`config.mk`:
```
export PLATFORM = sky130hd
export DESIGN_NAME = tick_task_slot_dispatcher
export DESIGN_NICKNAME = d
export VERILOG_FILES = /design/src/hdl/ttsd_pkg.sv /design/src/hdl/tick_task_slot_dispatcher.sv /design/src/hdl/ttsd_ctrl.sv /design/src/hdl/ttsd_dpath.sv
export SDC_FILE = /design/constraint.sdc
export NUM_CORES = 1
export LEC_CHECK = 0
export BUFFER_PORTS_ARGS = -buffer_cell sky130_fd_sc_hd__buf_2
export CAP_MARGIN = 20
export CELL_PAD_IN_SITES_DETAIL_PLACEMENT = 0
export CELL_PAD_IN_SITES_GLOBAL_PLACEMENT = 1
export CORE_AREA = 4 4 133 167
export DETAILED_ROUTE_END_ITERATION = 7
export DIE_AREA = 0 0 137 171
export GPL_TIMING_DRIVEN = 0
export PLACE_DENSITY = 0.78
export SLEW_MARGIN = 15
export SYNTH_ARGS = -nofsm -noshare
export SYNTH_HDL_FRONTEND = slang
export SYNTH_SLANG_ARGS = --single-unit
```
`constraint.sdc`:
```
create_clock -name clk -period 2.9 [get_ports clk]
set_clock_uncertainty 0.05 [all_clocks]
set_input_delay 0.29 -clock clk [delete_from_list [all_inputs] [get_ports clk]]
set_output_delay 0.29 -clock clk [all_outputs]
set_load 0.01 [all_outputs]
```
`src/hdl/ttsd_pkg.sv`:
```
// Tick task slot dispatcher: shared types and codes.
// Holds command codes, reply kinds, controller states and the
// command and status bundles between controller and datapath.
package ttsd_pkg;

  typedef enum logic [2:0] {
    CMD_REGISTER   = 3'd0,
    CMD_ENABLE     = 3'd1,
    CMD_DISABLE    = 3'd2,
    CMD_UNREGISTER = 3'd3,
    CMD_TICK       = 3'd4
  } cmd_code_t;

  typedef enum logic [1:0] {
    RK_REGISTER = 2'd0,
    RK_ACK      = 2'd1,
    RK_DISPATCH = 2'd2
  } reply_kind_t;

  typedef enum logic [2:0] {
    S_IDLE,
    S_REG,
    S_MOD,
    S_TRIM,
    S_TICK
  } state_t;

  localparam logic [3:0] MAX_DISPATCH = 4'd8;

  typedef struct packed {
    logic load;
    logic reg_fail;
    logic reg_write;
    logic reg_advance;
    logic mod_apply;
    logic trim_step;
    logic tick_step;
  } ctrl_cmd_t;

  typedef struct packed {
    logic handle_zero;
    logic idx_end;
    logic slot_free;
    logic unreg_top;
    logic trim_done;
    logic tick_done;
  } dp_sts_t;

endpackage

```
`src/hdl/tick_task_slot_dispatcher.sv`:
```
// Tick task slot dispatcher: top level joining controller and datapath.
// Depends on ttsd_pkg, ttsd_ctrl and ttsd_dpath.
//
// Usage:
//   A request is taken at a clock edge where start is high and busy is low.
//   in_command selects register, enable, disable, unregister or tick; the
//   slot and handle ports carry its operands. Unknown commands are dropped.
//   Results appear on the out_ ports for one cycle each, flagged by
//   out_valid; the receiver cannot stall, so every flagged cycle is taken.
//   Sequencing:
//   - register: the free-slot search steps one slot a cycle; the reply is
//     issued when a free slot is found or the search fails.
//   - enable/disable: the slot bits are updated and acknowledged together.
//   - unregister of the top scanned slot: acknowledge, then stay busy while
//     the scan limit is trimmed one slot a cycle down to an occupied slot.
//   - tick: the scan visits one slot a cycle up to the scan limit (or eight
//     hits); each hit is read into the read register, then waits in the hold
//     register until the next hit is read or the scan ends, then goes out.
//   busy stays high until the final result is issued or the scan ends.
//   Reset empties every slot, clears all enables and the scan limit.
module tick_task_slot_dispatcher #(
  parameter int SLOT_COUNT  = 8,
  parameter int HANDLE_BITS = 16
) (
  input  logic        clk,
  input  logic        rst_n,
  input  logic        start,
  output logic        busy,
  input  logic [2:0]  in_command,
  input  logic [3:0]  in_slot_id,
  input  logic [15:0] in_task_handle,
  output logic        out_valid,
  output logic [1:0]  out_reply_kind,
  output logic [2:0]  out_slot,
  output logic [15:0] out_handle,
  output logic        out_status,
  output logic        out_is_last
);
  import ttsd_pkg::*;

  ctrl_cmd_t cmd;
  dp_sts_t   sts;

  ttsd_ctrl u_ctrl (
    .clk        (clk),
    .rst_n      (rst_n),
    .start      (start),
    .in_command (in_command),
    .sts        (sts),
    .cmd        (cmd),
    .busy       (busy)
  );

  ttsd_dpath #(
    .SLOT_COUNT  (SLOT_COUNT),
    .HANDLE_BITS (HANDLE_BITS)
  ) u_dpath (
    .clk            (clk),
    .rst_n          (rst_n),
    .cmd            (cmd),
    .in_command     (in_command),
    .in_slot_id     (in_slot_id),
    .in_task_handle (in_task_handle),
    .sts            (sts),
    .out_valid      (out_valid),
    .out_reply_kind (out_reply_kind),
    .out_slot       (out_slot),
    .out_handle     (out_handle),
    .out_status     (out_status),
    .out_is_last    (out_is_last)
  );

endmodule

```
`src/hdl/ttsd_ctrl.sv`:
```
// Tick task slot dispatcher: sequencing state machine.
// Depends on ttsd_pkg for states and the command/status bundles.
module ttsd_ctrl (
  input  logic                clk,
  input  logic                rst_n,
  input  logic                start,
  input  logic [2:0]          in_command,
  input  ttsd_pkg::dp_sts_t   sts,
  output ttsd_pkg::ctrl_cmd_t cmd,
  output logic                busy
);
  import ttsd_pkg::*;

  state_t state_r;
  state_t state_nxt;

  always_ff @(posedge clk) begin
    if (!rst_n) begin
      state_r <= S_IDLE;
    end else begin
      state_r <= state_nxt;
    end
  end

  always_comb begin
    state_nxt = state_r;
    cmd       = '0;
    busy      = 1'b1;
    case (state_r)
      S_IDLE: begin
        busy = 1'b0;
        if (start) begin
          cmd.load = 1'b1;
          case (in_command)
            CMD_REGISTER:   state_nxt = S_REG;
            CMD_ENABLE:     state_nxt = S_MOD;
            CMD_DISABLE:    state_nxt = S_MOD;
            CMD_UNREGISTER: state_nxt = S_MOD;
            CMD_TICK:       state_nxt = S_TICK;
            default:        state_nxt = S_IDLE;
          endcase
        end
      end
      S_REG: begin
        if (sts.handle_zero || sts.idx_end) begin
          cmd.reg_fail = 1'b1;
          state_nxt    = S_IDLE;
        end else if (sts.slot_free) begin
          cmd.reg_write = 1'b1;
          state_nxt     = S_IDLE;
        end else begin
          cmd.reg_advance = 1'b1;
        end
      end
      S_MOD: begin
        cmd.mod_apply = 1'b1;
        state_nxt     = sts.unreg_top ? S_TRIM : S_IDLE;
      end
      S_TRIM: begin
        if (sts.trim_done) begin
          state_nxt = S_IDLE;
        end else begin
          cmd.trim_step = 1'b1;
        end
      end
      S_TICK: begin
        cmd.tick_step = 1'b1;
        if (sts.tick_done) begin
          state_nxt = S_IDLE;
        end
      end
      default: begin
        state_nxt = S_IDLE;
      end
    endcase
  end

endmodule

```
`src/hdl/ttsd_dpath.sv`:
```
// Tick task slot dispatcher: slot table, scan pointer, scan limit,
// handle memory and result register. Depends on ttsd_pkg.
module ttsd_dpath #(
  parameter int SLOT_COUNT  = 8,
  parameter int HANDLE_BITS = 16
) (
  input  logic                clk,
  input  logic                rst_n,
  input  ttsd_pkg::ctrl_cmd_t cmd,
  input  logic [2:0]          in_command,
  input  logic [3:0]          in_slot_id,
  input  logic [15:0]         in_task_handle,
  output ttsd_pkg::dp_sts_t   sts,
  output logic                out_valid,
  output logic [1:0]          out_reply_kind,
  output logic [2:0]          out_slot,
  output logic [15:0]         out_handle,
  output logic                out_status,
  output logic                out_is_last
);
  import ttsd_pkg::*;

  localparam int HW = (HANDLE_BITS < 16) ? HANDLE_BITS : 16;
  localparam int IW = (SLOT_COUNT > 1) ? $clog2(SLOT_COUNT) : 1;
  localparam int CW = $clog2(SLOT_COUNT + 1);

  logic [HW-1:0]         mem [SLOT_COUNT];
  logic [HW-1:0]         rdata_r;

  logic [SLOT_COUNT-1:0] occ_r, occ_nxt;
  logic [SLOT_COUNT-1:0] en_r, en_nxt;
  logic [CW-1:0]         limit_r, limit_nxt;
  logic [CW-1:0]         idx_r, idx_nxt;
  logic [3:0]            cnt_r, cnt_nxt;
  logic [2:0]            opc_r;
  logic [3:0]            sid_r;
  logic [HW-1:0]         hnd_r;

  logic                  rd_vld_r, rd_vld_nxt;
  logic [IW-1:0]         rd_slot_r;
  logic                  hold_vld_r, hold_vld_nxt;
  logic [IW-1:0]         hold_slot_r;
  logic [HW-1:0]         hold_hnd_r;

  logic                  out_valid_r, out_valid_nxt;
  logic [1:0]            out_kind_r, out_kind_nxt;
  logic [2:0]            out_slot_r, out_slot_nxt;
  logic [15:0]           out_hnd_r, out_hnd_nxt;
  logic                  out_status_r, out_status_nxt;
  logic                  out_last_r, out_last_nxt;

  logic [7:0]            sid_w;
  logic                  sid_in;
  logic [IW-1:0]         six, ix, lim_ix;
  logic [CW-1:0]         lim_m1;
  logic                  scan_active, hit, rd_en, wr_en;

  assign sid_w       = 8'(sid_r);
  assign sid_in      = sid_w < 8'(SLOT_COUNT);
  assign six         = sid_w[IW-1:0];
  assign ix          = idx_r[IW-1:0];
  assign lim_m1      = limit_r - 1'b1;
  assign lim_ix      = lim_m1[IW-1:0];
  assign scan_active = (idx_r < limit_r) && (cnt_r < MAX_DISPATCH);
  assign hit         = scan_active && occ_r[ix] && en_r[ix];
  assign rd_en       = cmd.tick_step && hit;
  assign wr_en       = cmd.reg_write;

  always_comb begin
    sts.handle_zero = (hnd_r == '0);
    sts.idx_end     = (idx_r == CW'(SLOT_COUNT));
    sts.slot_free   = !occ_r[ix];
    sts.unreg_top   = (opc_r == CMD_UNREGISTER) && sid_in
                      && ((sid_w + 8'd1) == 8'(limit_r));
    sts.trim_done   = (limit_r == '0) || occ_r[lim_ix];
    sts.tick_done   = !scan_active && !rd_vld_r && !hold_vld_r;
  end

  always_comb begin
    occ_nxt        = occ_r;
    en_nxt         = en_r;
    limit_nxt      = limit_r;
    idx_nxt        = idx_r;
    cnt_nxt        = cnt_r;
    rd_vld_nxt     = 1'b0;
    hold_vld_nxt   = hold_vld_r;
    out_valid_nxt  = 1'b0;
    out_kind_nxt   = RK_REGISTER;
    out_slot_nxt   = '0;
    out_hnd_nxt    = '0;
    out_status_nxt = 1'b0;
    out_last_nxt   = 1'b0;

    if (cmd.load) begin
      idx_nxt      = '0;
      cnt_nxt      = '0;
      hold_vld_nxt = 1'b0;
    end

    if (cmd.reg_fail) begin
      out_valid_nxt  = 1'b1;
      out_kind_nxt   = RK_REGISTER;
      out_status_nxt = 1'b1;
      out_last_nxt   = 1'b1;
    end

    if (cmd.reg_write) begin
      occ_nxt[ix]   = 1'b1;
      en_nxt[ix]    = 1'b1;
      if (idx_r >= limit_r) begin
        limit_nxt = idx_r + 1'b1;
      end
      out_valid_nxt = 1'b1;
      out_kind_nxt  = RK_REGISTER;
      out_slot_nxt  = 3'(ix);
      out_last_nxt  = 1'b1;
    end

    if (cmd.reg_advance) begin
      idx_nxt = idx_r + 1'b1;
    end

    if (cmd.mod_apply) begin
      if (sid_in) begin
        case (opc_r)
          CMD_ENABLE: begin
            if (occ_r[six]) begin
              en_nxt[six] = 1'b1;
            end
          end
          CMD_DISABLE: begin
            en_nxt[six] = 1'b0;
          end
          CMD_UNREGISTER: begin
            occ_nxt[six] = 1'b0;
            en_nxt[six]  = 1'b0;
          end
          default: begin
          end
        endcase
      end
      out_valid_nxt = 1'b1;
      out_kind_nxt  = RK_ACK;
      out_last_nxt  = 1'b1;
    end

    if (cmd.trim_step) begin
      limit_nxt = lim_m1;
    end

    if (cmd.tick_step) begin
      if (scan_active) begin
        idx_nxt = idx_r + 1'b1;
      end
      if (hit) begin
        rd_vld_nxt = 1'b1;
        cnt_nxt    = cnt_r + 4'd1;
      end
      if (rd_vld_r) begin
        if (hold_vld_r) begin
          out_valid_nxt = 1'b1;
          out_kind_nxt  = RK_DISPATCH;
          out_slot_nxt  = 3'(hold_slot_r);
          out_hnd_nxt   = 16'(hold_hnd_r);
        end
        hold_vld_nxt = 1'b1;
      end else if (!scan_active && hold_vld_r) begin
        out_valid_nxt = 1'b1;
        out_kind_nxt  = RK_DISPATCH;
        out_slot_nxt  = 3'(hold_slot_r);
        out_hnd_nxt   = 16'(hold_hnd_r);
        out_last_nxt  = 1'b1;
        hold_vld_nxt  = 1'b0;
      end
    end
  end

  always_ff @(posedge clk) begin
    if (wr_en) begin
      mem[ix] <= hnd_r;
    end
    if (rd_en) begin
      rdata_r <= mem[ix];
    end
  end

  always_ff @(posedge clk) begin
    if (!rst_n) begin
      occ_r       <= '0;
      en_r        <= '0;
      limit_r     <= '0;
      idx_r       <= '0;
      cnt_r       <= '0;
      rd_vld_r    <= 1'b0;
      hold_vld_r  <= 1'b0;
      out_valid_r <= 1'b0;
    end else begin
      occ_r       <= occ_nxt;
      en_r        <= en_nxt;
      limit_r     <= limit_nxt;
      idx_r       <= idx_nxt;
      cnt_r       <= cnt_nxt;
      rd_vld_r    <= rd_vld_nxt;
      hold_vld_r  <= hold_vld_nxt;
      out_valid_r <= out_valid_nxt;
    end
  end

  always_ff @(posedge clk) begin
    if (cmd.load) begin
      opc_r <= in_command;
      sid_r <= in_slot_id;
      hnd_r <= in_task_handle[HW-1:0];
    end
    if (rd_en) begin
      rd_slot_r <= ix;
    end
    if (cmd.tick_step && rd_vld_r) begin
      hold_slot_r <= rd_slot_r;
      hold_hnd_r  <= rdata_r;
    end
    out_kind_r   <= out_kind_nxt;
    out_slot_r   <= out_slot_nxt;
    out_hnd_r    <= out_hnd_nxt;
    out_status_r <= out_status_nxt;
    out_last_r   <= out_last_nxt;
  end

  assign out_valid      = out_valid_r;
  assign out_reply_kind = out_kind_r;
  assign out_slot       = out_slot_r;
  assign out_handle     = out_hnd_r;
  assign out_status     = out_status_r;
  assign out_is_last    = out_last_r;

  a_limit_range: assert property (@(posedge clk) disable iff (!rst_n)
    limit_r <= CW'(SLOT_COUNT))
    else $error("scan limit beyond slot count");

  a_enable_occupied: assert property (@(posedge clk) disable iff (!rst_n)
    (en_r & ~occ_r) == '0)
    else $error("enable bit set on empty slot");

  a_dispatch_cap: assert property (@(posedge clk) disable iff (!rst_n)
    cnt_r <= MAX_DISPATCH)
    else $error("dispatch count overrun");

  a_dispatch_handle: assert property (@(posedge clk) disable iff (!rst_n)
    out_valid_r && (out_kind_r == RK_DISPATCH) |-> out_hnd_r != '0)
    else $error("dispatch of empty handle");

  a_limit_top_occupied: assert property (@(posedge clk) disable iff (!rst_n)
    (limit_r != '0) && !cmd.trim_step && !sts.unreg_top && !cmd.mod_apply
      |-> occ_r[lim_ix] || $past(cmd.mod_apply))
    else $error("scan limit top slot empty");

endmodule

```
Word-level counts from Yosys, hierarchy flattened
Memories as Yosys holds them, arrays and structs flattened. A register that Yosys moved wholly into a read port is not among the register bits.
Index checks and enable logic that the tools add are counted.

operators by class
  $add $sub $neg = 4
  order comparisons = 9
  equality and inequality tests = 17
  multiplexer cells = 80
  bitwise operators = 6
  reductions and logical operators = 28

operator list
  kind                                                                                 number
  8-bit 2-to-1 mux                                                                     8
  16-bit 2-to-1 mux                                                                    3
  4-bit 2-to-1 mux                                                                     10
  1-bit 2-to-1 mux                                                                     33
  3-bit 2-to-1 mux                                                                     11
  8-bit OR                                                                             3
  3-bit by 2-bit == test with 1-bit output, second input constant                      6
  8-bit bitwise AND                                                                    2
  16-bit zero test                                                                     1
  8-bit case mux with 2 select lines                                                   1
  3-bit case mux with 5 select lines                                                   1
  1-bit binary-select mux with 3-bit select                                            4
  1-bit logical AND                                                                    12
  3-bit by 4-bit < comparator with 1-bit output, second input constant                 3
  2-bit 2-to-1 mux                                                                     6
  3-bit by 1-bit == test with 1-bit output, second input constant                      3
  3-bit case mux with 3 select lines                                                   1
  4-bit by 1-bit adder with 4-bit output, second input constant                        2
  8-bit by 4-bit == test with 1-bit output                                             1
  4-bit < comparator, second input constant                                            2
  8-bit inverter                                                                       1
  1-bit demux with 3-bit select                                                        2
  3-bit == test, second input constant                                                 2
  3-bit by 1-bit greater-or-equal comparator with 1-bit output, second input constant  2
  16 further kinds                                                                     24

word-level totals
  register bits after elaboration = 102
  bits in writable memories = 128
  output and inout port bits = 25
  memories = 1

memories
  memory       depth  width  rd ports  clocked after Yosys merged registers in  write ports  RTL line          text
  u_dpath.mem  8      16     1         1                                        1            ttsd_dpath.sv:27  logic [HW-1:0] mem [SLOT_COUNT];

Logic depth before layout (Yosys ltp)
Gate-level depths: netlist of run 1.

  depth in word-level cells = 11
  gate-level depth with buffers = 11

By module
From an unflattened synthesis of run 1, not the netlist that was laid out.

unflattened totals
  cell total of the unflattened synthesis = 647
  area, all modules = 9,609.2 um2

by module, submodules not included
  module      instances  cells each  area each (um2)
  ttsd_dpath  1          615         9,366.5
  ttsd_ctrl   1          32          242.7

Least setup slack after synthesis of run 1
Ideal clock, no wire load.

  kind = reg2reg
  start point = reg u_dpath.idx_r[0]
  end point = reg u_dpath.rd_slot_r[0] (enable)
  setup time = 0.395 ns
  arrival time = 2.650 ns
  required time = 2.455 ns
  setup slack = -0.194 ns
  cell stages (with the launch flop) = 10
  buffers on the path = 3
  period minus slack after synthesis = 3.094 ns
  cell sequence = dfxtp_1 buf_2 inv_1 clkbuf_1 ha_1 nor2b_1 o211ai_1 nand4_1 clkbuf_1 nor2_1

between the ends
  word-level cells in the longest chain between the ends = 5

ends and longest elaborated chain
  element                                                                                 RTL line                            text
  start, declared                                                                         ttsd_dpath.sv:33                    logic [CW-1:0] idx_r, idx_nxt;
  start signal, assigned                                                                  ttsd_dpath.sv:201                   idx_r <= idx_nxt;
  4-bit < comparator / 1-bit binary-select mux with 3-bit select (equally long branches)  ttsd_dpath.sv:64, ttsd_dpath.sv:65
  1-bit logical AND / 1-bit 2-to-1 mux (equally long branches)                            ttsd_dpath.sv:64, ttsd_dpath.sv:65
  1-bit logical AND                                                                       ttsd_dpath.sv:65                    assign hit = scan_active && occ_r[ix] && en_r[ix];
  1-bit logical AND (*)                                                                   ttsd_dpath.sv:65
  1-bit logical AND (*)                                                                   ttsd_dpath.sv:66                    assign rd_en = cmd.tick_step && hit;
  net u_dpath.rd_en                                                                       ttsd_dpath.sv:56                    logic scan_active, hit, rd_en, wr_en;
  end signal, assigned                                                                    ttsd_dpath.sv:216                   rd_slot_r <= ix;
  end, declared                                                                           ttsd_dpath.sv:40                    logic [IW-1:0] rd_slot_r;

Mark *: on every way through the listed nets, which the timed path passes. The rest lies on a longest branch. The select of a mux whose other input is x is not followed.
A chain may end at the register's enable or synchronous reset.

Final worst setup path of run 1
  start point = reg u_dpath.idx_r[1]
  end point = mem u_dpath.mem[7][13] (netlist name) (enable)

between the ends
  word-level cells in the longest chain between the ends = 7

ends and longest elaborated chain
  element                                    RTL line           text
  1-bit binary-select mux with 3-bit select  ttsd_dpath.sv:72   sts.slot_free = !occ_r[ix];
  1-bit 2-to-1 mux (implied by the code)     ttsd_dpath.sv:72
  1-bit 2-to-1 mux                           ttsd_ctrl.sv:48    end else if (sts.slot_free) begin
  2-bit 2-to-1 mux                           ttsd_ctrl.sv:45    if (sts.handle_zero || sts.idx_end) begin
  3-bit 2-to-1 mux                           ttsd_ctrl.sv:29    case (state_r)
  1-bit 2-to-1 mux                           ttsd_dpath.sv:179  if (wr_en) begin
  1-bit 2-to-1 mux (implied by the code)     ttsd_dpath.sv:180  mem[ix] <= hnd_r;
  end, declared                              ttsd_dpath.sv:27

Parallel ways exist; a longest one is shown, timed or not. The select of a mux whose other input is x is not followed.

==> results.txt, run 1 <==
syn_area_per_cell - 15.4 sq um
Synth Instances - 611
hold path cells - 3
vias per std cell - 5.64
I/O pins - 51
multi-input logic area - 2440 sq um
largest net degree at the start of global routing - 24
Post-Syn Area - 9390 sq um
Synth Flop Type - edfxtp_1
routed len/inst - 20.0 um
reg2reg start - u_dpath.idx_r[1]$_SDFF_PN0_
EDFF count, synth - 189
max-slew violations - 0
switching part of the total - 0.200
R2R Path End - u_dpath.mem[7][13]$_DFFE_PP_
LEAKAGE - 3.81 nW
Synth cell types - 60
GP Congestion - 0.891
Pint - 5.69 mW
worst-case clock buffer depth - 3
Area Growth Syn to Fin - 20.0%
DRC viols - 0
Comb power frac - 0.025
GR Util met1 - 0.229
Seq/Total Area, Yosys - 0.726
slew margin rel. - 0.312
Clock Latency Late Sink - 0.52 ns
dpl hpwl - 13200 um
hold_sp - rst_n
total wire length - 20300 um
PD cells - 631 nW/um^2
GRT overflow - 0
Crit Path Class - flip-flop to flip-flop
CTS Buf Count - 24
proportion of layout cells with a drive suffix above 1 - 0.211
DR iter-0 viols - 432
Setup violations, final - 0
Starting Density - 0.454
Worst Path Required - 3.08 ns
Hold Vio Cnt, Final - 0
HP Class - input port to flip-flop
Final Net Count - 760
GR met3 Demand/Resource - 0.0271
TritonCTS Sinks - 246
final period utilization - 0.935
Hold WS - 0.0533 ns
core footprint - 20700 sq um
global-route wire length before repair - 31700 um
die area - 23400 sq um
yosys warns - 0
Seq pwr share - 0.546
Port Buffer Count - 50
critical path arrival - 2.89 ns
die span in x - 137 um
vias in the first global route - 5725
crit end category - flip-flop
status - finished, final reports clean
GR Util met2 - 0.297
CTS tree - yes
Total Routing Usage GR - 0.175
CTS H-Tree Depth - 1
commonest cells after routing, fill and taps aside - 189 x edfxtp_1, 56 x dfxtp_1, 53 x buf_2
Net Count, Synth - 646
ant diodes - 0
drt pass-1 iters - 5
Max Clk Rate - 0.369 GHz
ys async rst share - 0
Max-Cap Viols - 0
die extent in y - 171 um
maximum vdd drop - 0.435 mV
post-route ant nets - 0
final instance area - 11300 sq um
total area of sequential cells - 6820 sq um
Worst R2R Setup Slack - 0.19 ns
busiest grt layer - met2
placed cell area - 10100 sq um
Clk pin slew, worst setup/hold paths - 0.06 ns
flops & latches, synth - 246
Final Core Density - 0.545
hold path endpoint - u_ctrl.state_r[2]$_SDFFE_PN0P_
Fill cells - 1663
routed vias - 5720
initial antenna violation count - 0
Clock Power Share - 0.429
Register-to-Register Path Depth - 10
CTS root buffer - clkbuf_16
commonest non-fill, non-tap cell in the layout - edfxtp_1
switching power - 1.42 mW
final critical-path required period - 2.71 ns
RSZ-0062 raised after global routing - no
Rows - 59
Worst-Margin Slew - 1.03 ns
crit-path max FO - 10
Critical Path Source Type - flip-flop
==> worst max-delay path: stages (launching register included) <==
cell and delay, ns:
dfxtp_2 0.43, buf_2 0.27, clkbuf_4 0.27, inv_1 0.10, ha_1 0.19, nand3b_1 0.15, nand2_2 0.18, nor3_4 0.28
buf_4 0.18, and2_4 0.19, buf_12 0.14
==> power groups by stage <==
stage / combinational (mW) / sequential (mW) / clock [mW]
6_report: 0.179 / 3.88 / 3.05
3_3_place_gp: 0.148 / 3.95 / 0
4_1_cts: 0.179 / 3.88 / 3.12
5_1_grt: 0.197 / 3.89 / 3.27
3_5_place_dp: 0.153 / 3.96 / 0
2_1_floorplan: 0.0952 / 3.94 / 0
==> per-stage QoR <==
stage	TNS (ns)	total power [mW]	worst slack, ns	cells
final	0	7.11	0.189	1015
after CTS	0	7.18	0.0123	1013
after detailed placement	-115.52	4.11	-0.935	939
after floorplan	-5.28	4.03	-0.104	611
after global routing	0	7.35	0.0215	1015
after global placement	-169.34	4.10	-1.79	935
==> routing by layer <==
metal / up-vias / wire (um)
met1: 2832 / 8320
met3: 41 / 1170
li1: 2661 / -
met5: - / 0
met2: 186 / 10200
met4: 0 / 642
==> cell usage after synthesis (all sizes together), types with 2 or more instances <==
cell    number  share of area
a211oi       2         0.0016
a21oi       16         0.0085
a221oi       7         0.0065
a22o         6         0.0056
a22oi       42          0.034
a31oi        3         0.0020
and2        22          0.015
and3         4         0.0027
and4         3         0.0028
buf          6         0.0040
clkbuf      23         0.0093
dfxtp       57           0.12
edfxtp     189           0.60
ha           9          0.012
inv         17         0.0068
mux2         7         0.0084
mux2i       13          0.014
mux4         7          0.017
nand2       18         0.0072
nand2b       9         0.0060
nand3       11         0.0059
nand3b       3         0.0024
nand4       20          0.013
nor2        19         0.0076
nor2b        6         0.0040
nor3        11         0.0064
nor3b        4         0.0032
nor4         6         0.0040
nor4b        3         0.0048
o211ai       6         0.0048
o21a         3         0.0024
o21ai       10         0.0053
o21bai       4         0.0032
o221a       13          0.016
o22a         2         0.0019
o22ai        3         0.0020
o311a        2         0.0021
or3          3         0.0020
xnor2        5         0.0047
xor2         2         0.0019
==> cells by family after synthesis <==
logic type	after synthesis	synth area share
xor gates and xnor gates	7	0.00653
and+or+nand+nor	145	0.0894
DFF	246	0.726
muxes	27	0.0391
AOI/OAI and AO/OA	131	0.107
adders and majority gates	9	0.0120
buffers and inverters	46	0.0201
==> layout make-up <==
cell class,count,area share
flip-flops and latches,246,0.605
multi-input cells,319,0.217
repair buffers,88,0.0605
clock buffers,29,0.0580
well taps,274,0.0304
plain buffers,29,0.0120
clock inverters,13,0.0117
inverters,17,0.00566
==> worst max path at each step <==
stage / startpoint / to / slack (ns) / depth (start not counted)
2_1_floorplan: u_dpath.idx_r[1]$_SDFF_PN0_ / u_dpath.en_r[5]$_SDFF_PN0_ / -0.10 / 9
3_3_place_gp: u_dpath.idx_r[1]$_SDFF_PN0_ / u_dpath.occ_r[1]$_SDFF_PN0_ / -1.79 / 8
3_5_place_dp: u_dpath.idx_r[1]$_SDFF_PN0_ / u_dpath.mem[7][6]$_DFFE_PP_ / -0.93 / 8
4_1_cts: u_dpath.idx_r[0]$_SDFF_PN0_ / u_dpath.rdata_r[4]$_DFFE_PP_ / 0.01 / 10
5_1_grt: u_dpath.idx_r[1]$_SDFF_PN0_ / u_dpath.en_r[1]$_SDFF_PN0_ / 0.02 / 11
6_report: u_dpath.idx_r[1]$_SDFF_PN0_ / u_dpath.mem[7][13]$_DFFE_PP_ / 0.19 / 10
==> state kept, by name (all words and copies together) (netlist names), 2 cells and up <==
signal and cells:
u_dpath.hold_hnd_r 16, u_dpath.limit_r 4, u_dpath.out_reply_kind 2, u_dpath.rd_slot_r 3
u_dpath.occ_r 8, u_dpath.sid_r 4, u_ctrl.state_r 3, u_dpath.out_slot 3
u_dpath.opc_r 3, u_dpath.out_handle 16, u_dpath.hold_slot_r 3, u_dpath.hnd_r 16
u_dpath.cnt_r 4, u_dpath.rdata_r 16, u_dpath.mem 128, u_dpath.idx_r 4
u_dpath.en_r 8
==> repair_timing <==
| item | CTS | global route |
|---|---|---|
| hold endpoints to repair | 23 | 0 |
| hold buffers | 23 | 0 |
| endpoints found under the setup margin | 198 | 144 |
| pin swaps | 6 | 2 |
| gates resized for setup | 17 | 8 |
| setup buffers | 9 | 2 |
Power figures use the tool's default switching activity.
==> run 2: changes to the inputs <==
--- a/config.mk
+++ b/config.mk
@@ -9,10 +9,11 @@
 export CAP_MARGIN = 20
 export CELL_PAD_IN_SITES_DETAIL_PLACEMENT = 0
 export CELL_PAD_IN_SITES_GLOBAL_PLACEMENT = 1
-export CORE_AREA = 4 4 133 167
+export CORE_AREA = 2 2 146 148
 export DETAILED_ROUTE_END_ITERATION = 7
-export DIE_AREA = 0 0 137 171
+export DIE_AREA = 0 0 148 150
 export GPL_TIMING_DRIVEN = 0
+export MAX_ROUTING_LAYER = met4
 export PLACE_DENSITY = 0.78
 export SLEW_MARGIN = 15
 export SYNTH_ARGS = -nofsm -noshare
==> run 2 against run 1 <==
Sequential power about the same. Fmax grew 1.3%. Cell area decreased by 0.23%. Sequential share of layout area rose by 0.14 points. Worst hold slack got worse by 0.031 ns. Die area decreased by 5.2%. Final cell count rose by 0.59%. Largest cell class unchanged. Utilization fell by 0.18 points.
==> results.txt, run 2 (synthesized netlist as in run 1, its figures left out) <==
status - finished, final reports clean
RSZ-0062 raised after global routing - no
largest net degree at the start of global routing - 24 (unchanged)
Most flops, register - u_dpath.mem
crit path cell chain - buf_2, clkbuf_4, inv_1, ha_1, nand3b_1, nand2_2, nor3_4, buf_4, buf_4, nand4_1, o311a_1
Setup violations, final - 0 (unchanged)
Port Buffer Count - 50 (unchanged)
max-slew violations - 0 (unchanged)
max reg flops - 128 (unchanged)
Critical Path Source Type - flip-flop
maximum vdd drop - 0.413 mV (-5.1%)
core footprint - 20700 sq um (about the same)
Crit Path Class - flip-flop to flip-flop
final critical-path required period - 2.67 ns (-0.0358 ns)
commonest cells after routing, fill and taps aside - 189 x edfxtp_1, 56 x dfxtp_1, 52 x buf_2
LEAKAGE - 3.81 nW (about the same)
Worst-Margin Slew - 1.03 ns (-0.0000207 ns)
Comb power frac - 0.025 (about the same)
slew margin rel. - 0.312 (about the same)
die extent in y - 150 um (-12%)
DRC viols - 0 (unchanged)
Seq pwr share - 0.549 (+0.003)
die span in x - 148 um (+8.0%)
vias per std cell - 5.59 (-0.80%)
proportion of layout cells with a drive suffix above 1 - 0.206 (-0.00409)
Clk pin slew, worst setup/hold paths - 0.06 ns (about the same)
final period utilization - 0.922 (-0.0124)
drt pass-1 iters - 5 (unchanged)
GP Congestion - 0.863 (-3.2%)
CTS tree - yes
setup TNS - 0 ns (unchanged)
Clock Power Share - 0.426 (-0.003)
CTS root buffer - clkbuf_16
switching part of the total - 0.203 (+0.00344)
routed len/inst - 19.9 um (-0.54%)
HP Class - input port to flip-flop
Area Growth Syn to Fin - 19.8%
initial antenna violation count - 0 (unchanged)
Pint - 5.64 mW (-0.95%)
dpl hpwl - 13100 um (-1.1%)
crit-path max FO - 10 (unchanged)
routed vias - 5708 (-0.21%)
switching power - 1.44 mW (+1.2%)
Clock Latency Late Sink - 0.54 ns (+0.02 ns)
CTS H-Tree Depth - 1 (unchanged)
final instance count without filler cells - 1021 (+0.59%)
Starting Density - 0.454 (about the same)
crit end category - flip-flop
Hold Vio Cnt, Final - 0 (unchanged)
TritonCTS Sinks - 246 (unchanged)
Placed Instances - 941 (+0.21%)
Rows - 53 (-10%)
Top cell by count, worst path - buf_4
die area - 22200 sq um (-5.2%)
Max Clk Rate - 0.374 GHz (+1.3%)
Final Net Count - 762 (+0.26%)
multi-input logic area - 2440 sq um (unchanged)
total wire length - 20300 um (about the same)
critical path arrival - 3.04 ns (+0.15 ns)
post-route ant nets - 0 (unchanged)
DR iter-0 viols - 529 (+22%)
Fill cells - 1696 (+2.0%)
Worst Path Required - 3.27 ns (+0.19 ns)
Max-Cap Viols - 0 (unchanged)
Bufs and invs on worst path - 5 (unchanged)
ant diodes - 0 (unchanged)
PD cells - 630 nW/um^2 (-0.29%)
commonest non-fill, non-tap cell in the layout - edfxtp_1
Critical Path Max Stage Delay - 0.42 ns (about the same)
slowest cell on the critical path - dfxtp_2
total area of sequential cells - 6820 sq um (unchanged)
worst-case clock buffer depth - 3 (unchanged)
global-route wire length before repair - 31800 um (+0.33%)
CTS Buf Count - 25 (+4.2%)
I/O pins - 51 (unchanged)
GRT overflow - 0 (unchanged)
Total Routing Usage GR - 0.192 (+0.0169)
CP delay by family, top - buffers and inverters
vias in the first global route - 5585 (-2.4%)
## run 2: metrics by stage
| stage | utilization | worst slack, ns | cell area (sq um) | hold WS [ns] | total power [mW] |
|---|---|---|---|---|---|
| finish | 0.543 | 0.225 | 11200 | 0.0223 | 7.08 |
| global route | 0.543 | 0.00483 | 11200 | 0.0231 | 7.29 |
| CTS | 0.542 | 0.0257 | 11200 | 0.00519 | 7.12 |
| detailed placement | 0.487 | -0.884 | 10100 | 0.355 | 4.11 |
| global placement | 0.483 | -1.69 | 9980 | 0.350 | 4.10 |
| floorplan | - | -0.104 | 9390 | 0.339 | 4.03 |
## run 2: worst paths after layout
path / depth (start not counted) / end / startpoint / slack (ns)
setup / recovery: 11 / u_dpath.limit_r[2]$_SDFFE_PN0P_ / u_dpath.idx_r[1]$_SDFF_PN0_ / 0.23
hold / removal: 3 / u_ctrl.state_r[2]$_SDFFE_PN0P_ / rst_n / 0.02
setup reg to reg: 11 / u_dpath.limit_r[2]$_SDFFE_PN0P_ / u_dpath.idx_r[1]$_SDFF_PN0_ / 0.23
hold reg to reg: 0 / u_dpath.hold_slot_r[1]$_DFFE_PP_ / u_dpath.rd_slot_r[1]$_DFFE_PP_ / 0.37
## run 2: final cells by class
cell class                 count  area share
sequential                   246       0.607
multi-input combinational    319       0.217
clock buffer                  39      0.0648
timing repair buffer          89      0.0588
tap                          275      0.0306
buffer                        29      0.0124
inverter                      17     0.00568
clock inverter                 7     0.00412
## run 2: worst reg2reg max path: cells and delay by family (launching register included)
kind | cells | cell delay (ns)
flip-flops | 1 | 0.42
adder cells (fa/ha/maj) | 1 | 0.19
AND/OR/NAND/NOR | 4 | 0.74
AO/OA/AOI/OAI | 1 | 0.18
buffers and inverters | 5 | 0.99
## run 2: what timing repair did
item / in CTS / in global routing
setup endpoints to repair: 198 / 167
cloned: 0 / 0
setup buffers: 8 / 3
pin swaps: 6 / 2
hold endpoints to repair: 24 / 0
resized for setup: 17 / 10
hold buffers: 23 / 0
## run 2: metal layers
| layer | global-route usage | share of wire | vias to the layer above |
|---|---|---|---|
| met5 | - | 0 | - |
| met3 | 0.0284 | 0.062 | 31 |
| met4 | 0.0705 | 0.022 | 0 |
| li1 | - | - | 2657 |
| met2 | 0.308 | 0.48 | 205 |
| met1 | 0.252 | 0.43 | 2815 |
## run 2: power by group through the flow
| stage | combinational, mW | sequential (mW) | clock [mW] |
|---|---|---|---|
| after floorplan | 0.0952 | 3.94 | 0 |
| after global placement | 0.148 | 3.95 | 0 |
| after detailed placement | 0.153 | 3.96 | 0 |
| after CTS | 0.179 | 3.88 | 3.06 |
| after global routing | 0.198 | 3.89 | 3.21 |
| final | 0.180 | 3.88 | 3.01 |
